`src/rtl/lpf_pkg.sv`:
```
// shared constants and types for the longest palindrome finder
`default_nettype none
package lpf_pkg;
	localparam int MAX_LEN_DEF = 1024;

	// datapath commands from the controller
	typedef struct packed {
		logic load;     // store an incoming char
		logic init;     // clear search registers, i = 0
		logic seed;     // compute starting radius from mirror
		logic rd;       // char read request; not driven by the controller, reads run unconditionally
		logic cmp;      // extend the radius after a match or a non-character probe
		logic commit;   // write radius, update center/best, advance i
		logic clear;    // result taken: reset load counter and overflow flag
	} lpf_cmd_t;

	// datapath status to the controller
	typedef struct packed {
		logic can_ext;  // probe in range
		logic need_rd;  // probe is a character position
		logic match;    // compared chars equal
		logic done;     // i reached length
	} lpf_stat_t;
endpackage
`default_nettype wire

```
`src/rtl/lpf_ctrl.sv`:
```
// controller: load, manacher sequencing and result handoff
`default_nettype none
module lpf_ctrl import lpf_pkg::*; (
	input  wire logic      clk,
	input  wire logic      arst_n,
	input  wire logic      in_fire,
	input  wire logic      in_last,
	input  wire lpf_stat_t stat,
	input  wire logic      out_ready,
	output      logic      in_ready,
	output      logic      out_valid,
	output      lpf_cmd_t  cmd
);
	typedef enum logic [6:0] {
		S_LOAD = 7'b0000001, S_INIT = 7'b0000010, S_SEED = 7'b0000100,
		S_PROBE = 7'b0001000, S_CMP = 7'b0010000, S_COMMIT = 7'b0100000,
		S_OUT = 7'b1000000
	} state_t;
	state_t state_q, state_d;

	assign in_ready  = (state_q == S_LOAD);
	assign out_valid = (state_q == S_OUT);

	// next state and commands
	always_comb begin
		state_d = state_q;
		cmd = '0;
		case (state_q)
			S_LOAD: begin
				cmd.load = in_fire;
				if (in_fire && in_last) state_d = S_INIT;
			end
			S_INIT: begin
				cmd.init = 1'b1; state_d = S_SEED;
			end
			S_SEED: begin
				if (stat.done) state_d = S_OUT;
				else begin
					cmd.seed = 1'b1; state_d = S_PROBE;
				end
			end
			S_PROBE: begin
				if (!stat.can_ext) state_d = S_COMMIT;
				else if (!stat.need_rd) cmd.cmp = 1'b1;
				else state_d = S_CMP;
			end
			S_CMP: begin
				if (stat.match) begin
					cmd.cmp = 1'b1; state_d = S_PROBE;
				end else state_d = S_COMMIT;
			end
			S_COMMIT: begin
				cmd.commit = 1'b1; state_d = S_SEED;
			end
			S_OUT: begin
				if (out_ready) begin
					cmd.clear = 1'b1; state_d = S_LOAD;
				end
			end
			default: state_d = S_LOAD;
		endcase
	end

	always_ff @(posedge clk or negedge arst_n) begin
		if (!arst_n) state_q <= S_LOAD;
		else state_q <= state_d;
	end
endmodule
`default_nettype wire

```
`config.mk`:
```
export PLATFORM = sky130hd
export DESIGN_NAME = lpf_ctrl
export DESIGN_NICKNAME = d
export VERILOG_FILES = /design/src/rtl/lpf_pkg.sv /design/src/rtl/lpf_ctrl.sv
export SDC_FILE = /design/constraint.sdc
export NUM_CORES = 1
export LEC_CHECK = 0
export ABC_AREA = 1
export BUFFER_PORTS_ARGS = -buffer_cell sky130_fd_sc_hd__clkbuf_2
export CAP_MARGIN = 0
export CELL_PAD_IN_SITES_DETAIL_PLACEMENT = 0
export CELL_PAD_IN_SITES_GLOBAL_PLACEMENT = 1
export CORE_MARGIN = 1.5
export CORE_UTILIZATION = 35
export CTS_CLUSTER_SIZE = 40
export DETAILED_ROUTE_END_ITERATION = 7
export PLACE_DENSITY = 0.82
export RECOVER_POWER = 50
export SYNTH_ARGS = -nofsm -noshare
export SYNTH_HDL_FRONTEND = slang
export SYNTH_SLANG_ARGS = --single-unit
```
`constraint.sdc`:
```
create_clock -name clk -period 3.13 [get_ports clk]
set_input_delay 0.4695 -clock clk [delete_from_list [all_inputs] [get_ports clk]]
set_output_delay 0.4695 -clock clk [all_outputs]
set_load 0.01 [all_outputs]
```
# After elaboration in Yosys (flattened, before gate mapping)
# Index checks and enable logic that the tools add are counted.
# word_totals
output_inout_bits	9
inputBits	9
mem_count	0
elab_cells	32
rom_bits	0
latchBits	0
ram_bits	0
regBits	7
# op_classes
reduce_logical	3
order_cmp	0
n_mul	0
div	0
n_eq_ne	10
n_addsub	0
bitwise_logic	0
shift	0
muxes	18
# ops
cell	n
$pmux 7 s6	1
$mux 7	5
$mux 1	10
$eq 7x1->1 const B	1
$eq 7x2->1 const B	1
$eq 7x3->1 const B	1
$eq 7x4->1 const B	1
$eq 7x5->1 const B	1
$eq 7x6->1 const B	1
$eq 7x7->1 const B	1
$mux 6	1
$ne 3x3->1 const B	1
$reduce_and 3->1	1
$ne 2x1->1 const B	1
$ne 2x2->1 const B	1
$pmux 1 s2	1
$reduce_or 2->1	1
$logic_and 1x1->1	1

# Longest topological paths before layout
# depth
ltp_word	3
ltp_mapped	8
ltp_nobuf	8

# Worst setup path after synthesis
# Ideal clock, no wire load.
# synth_path
path_kind	flip-flop to output port
startpoint	register state_q[0]
endpoint	output cmd[6] in the netlist's numbering
stages_incl_launch_ff	5
t_required_ps	2660
arrival_time_ps	972
path_slack_ps	1688
cell_sequence	dfstp_2 -> nand2_1 -> nor2_1 -> nand2_1 -> nor2_1
# synth_rtl
element	line_no	source
start: declaration	lpf_ctrl.sv:19	state_t state_q, state_d;
start signal: assignment	lpf_ctrl.sv:66	else state_q <= state_d;
end: declaration	lpf_ctrl.sv:12	output lpf_cmd_t cmd

==> run_results.csv <==
group,metric,value,unit
run_status,status,"finished clean",
placement,post-place-ws,1.55,ns
global_route,grt_pass1_wl,1960,um
worst_setup_path,startpoint_type,"flip-flop",
worst_setup_path,crit_cells,6,
cts,cts_inserted_buffers,3,
sta,fin_ws,1.23,ns
cts,htreeDepth,1,
sta,max_freq,0.527,GHz
cts,cts_resized,0,
power,p_leak,0.412,nW
flow_run,drv_cap,0,
power,total_power,0.477,mW
synthesis,yosysSeqAreaShare,30.3,%
cells_and_area,top_register,"state_q",
cts,clockBufferDepth,2,
power,pwr-share-seq,28.9,%
cells_and_area,nets,122,
sta,hold_viol,0,
drt,drt_iter0_drc,9,
sta,rsz0062_at_grt,"false",
synthesis,synthesis.nets,102,
synthesis,ys_types,16,
worst_setup_path,reg2reg_depth,8,
die,initial_core_util,38.3,%
global_route,grt_start_max_net_pins,8,
power,power_frac_clock,16.7,%
cells_and_area,top_regs,"state_q: 7 flops",
drt,drt-pass1-iter-count,5,
sta,slew_viol_final,0,
cts,cts_root_buf,"clkbuf_4",
drt,drc_errors,0,
placement,port_buffers,16,
global_route,antenna_found_initial,0,
drt,routedWlPerCell,9.16,um
synthesis,synthAdderAreaFrac,0,%
die,die_h,43.8,um
sta,setup_tns,0,ns
worst_setup_path,worst_ep_arrival_time,1.43,ns
synthesis,yosys_warnings,0,
die,dieArea,1920,sq um
global_route,grt_pass1_vias,515,
worst_setup_path,cp_cell_sequence,"nor2_1 -> nand2_1 -> nor2_1 -> nand2_1 -> nand2_1 -> clkbuf_2",
worst_setup_path,rr_startpoint,"state_q[0]",
sta,setup_viol,0,
synthesis,synthXorXnorAreaFrac,0,%
drt,viasPerCell,4.48,
power,cellPowerDensity,688,nW/um^2
sta,fin_crit_sh,60.7,%
cts,cts-hold-fix-buffers,0,
worst_setup_path,path_buf_inv,1,
power,pwr-share-comb,54.4,%
drt,vias,574,
synthesis,muxShareOfSynthArea,0,%
power,intPower,0.256,mW
cells_and_area,layout-drive-gt1-share,35.7,%
sta,period_needed,1.90,ns
worst_setup_path,cpPeakStageDelay,0.41,ns
die,ios,18,
cells_and_area,antenna_cells,0,
synthesis,avgSynthCellArea,6.27,sq um
die,dieWidth,43.8,um
synthesis,synthCells,93,
worst_setup_path,worstSetupPathType,"reg2out",
power,switching_share,46.3,%
worst_setup_path,critPathRequiredTime,2.66,ns
drt,postRouteAntennaNets,0,
die,core-area,1520,sq um
power,ir_drop,0.000357,V
global_route,gr-total-overflow,0,
cts,postCtsSetupBuffers,0,
cells_and_area,area_delta_synth_final,18.9,%
synthesis,synth_compound_area_share,1.07,%
drt,wirelength,1170,um
die,rows,14,
worst_setup_path,r2r_end,"state_q[4]",
worst_setup_path,path_common_cell,"nand2_1",
power,power_switching,0.221,mW
placement,routabilityCongestion,0.801,
worst_setup_path,crit_slowest_cell,"dfrtp_1",
synthesis,synthesis.area,583,sq um
global_route,grt_usage,14.5,%
worst_setup_path,crit_family,"simple AND/OR/NAND/NOR gates",
worst_setup_path,critPathMaxFanout,4,
cts,cts.sinks,7,
cts,cts_tree,"built",
synthesis,synth-simple-area-share,57.1,%
cts,clkTransAtPathRegs,0.05,ns
cts,clock_latency,0.25,ns
synthesis,synth_top_family_by_area,"simple AND/OR/NAND/NOR gates",
cells_and_area,largest_reg_flops,7,
synthesis,ys_ff_latch,7,
hold_path,hp-class,"in2async",
worst_setup_path,rrSetupSlack,1.83,ns
placement,hpwl,1060,um
sta,timing.hold.ws,0.0979,ns
cells_and_area,postLayoutCoreUtil,45.5,%
sta,skew,0.00139,ns
worst_setup_path,end_kind,"output port",
[how the worst max path moves through the flow]
stage	start	end	slack, ns
floorplan	state_q[0]	cmd[6]	1.69
global placement	state_q[0]	cmd[6]	1.54
detailed placement	state_q[0]	cmd[6]	1.55
CTS	state_q[0]	cmd[6]	1.28
global route	state_q[2]	cmd[2]	1.06
finish	state_q[2]	cmd[2]	1.23
[cell usage in the layout, fill, tap and decap left out]
cell	Yosys	layout
nor2_2	11	9
nand2_2	7	6
inv_2	4	3
nand2_1	23	24
inv_1	11	12
clkbuf_1	0	2
dfstp_2	1	1
clkbuf_2	0	15
clkbuf_4	0	3
nor2_4	1	1
nand3_2	2	2
nand3_1	6	6
conb_1	1	1
dfrtp_1	6	6
nand3b_1	1	1
o22ai_1	1	1
nor2_1	16	18
nor3_1	1	1
[cell usage after synthesis]
master / number / area share (%)
nor2_4: 1 / 1.9
inv_1: 11 / 7.1
dfrtp_1: 6 / 26
dfstp_2: 1 / 4.5
nor2_2: 11 / 12
conb_1: 1 / 0.64
nor2_1: 16 / 10
nor3_1: 1 / 0.86
nand3b_1: 1 / 1.3
nand2_2: 7 / 7.5
nand3_2: 2 / 3.4
nand2_1: 23 / 15
inv_2: 4 / 2.6
nand3_1: 6 / 5.2
o22ai_1: 1 / 1.1
buf_4: 1 / 1.3
[power by group through the flow]
stage                     Sequential [mW]  Combinational (mW)  Clock (mW)
after floorplan                     0.137               0.208           0
after global placement              0.140               0.269           0
after detailed placement            0.140               0.269           0
after CTS                           0.139               0.270      0.0807
after global routing                0.143               0.299      0.0850
final                               0.138               0.259      0.0798
[cell type report]
| cell class | instances | area, sq um |
|---|---|---|
| Fill cell | 166 | 831 |
| Tap cell | 16 | 20.0 |
| Clock buffer | 4 | 26.3 |
| Multi-Input combinational cell | 70 | 335 |
| Timing Repair Buffer | 16 | 78.8 |
| Inverter | 15 | 56.3 |
| Sequential cell | 7 | 176 |
[per-stage QoR]
stage | std cells | instance area [sq um]
after global placement | 124 | 676
final | 128 | 693
after CTS | 128 | 702
after detailed placement | 124 | 676
after global routing | 128 | 693
after floorplan | 93 | 583
[logic make-up (layout without fill, tap and decap cells)]
family,Yosys count,count (layout)
compound gates,1,1
buf+inv,16,35
simple gates,68,68
flops,7,7
other cells,1,1
[per-layer routing]
metal / GRT usage, % / vias up / part of all wire, %
li1: - / 312 / -
met3: 1.25 / 4 / 4.4
met4: 12.7 / 0 / 3.2
met5: 0 / - / 0
met2: 23.5 / 19 / 45
met1: 17.0 / 239 / 47
(Power assumes the default switching activity.)
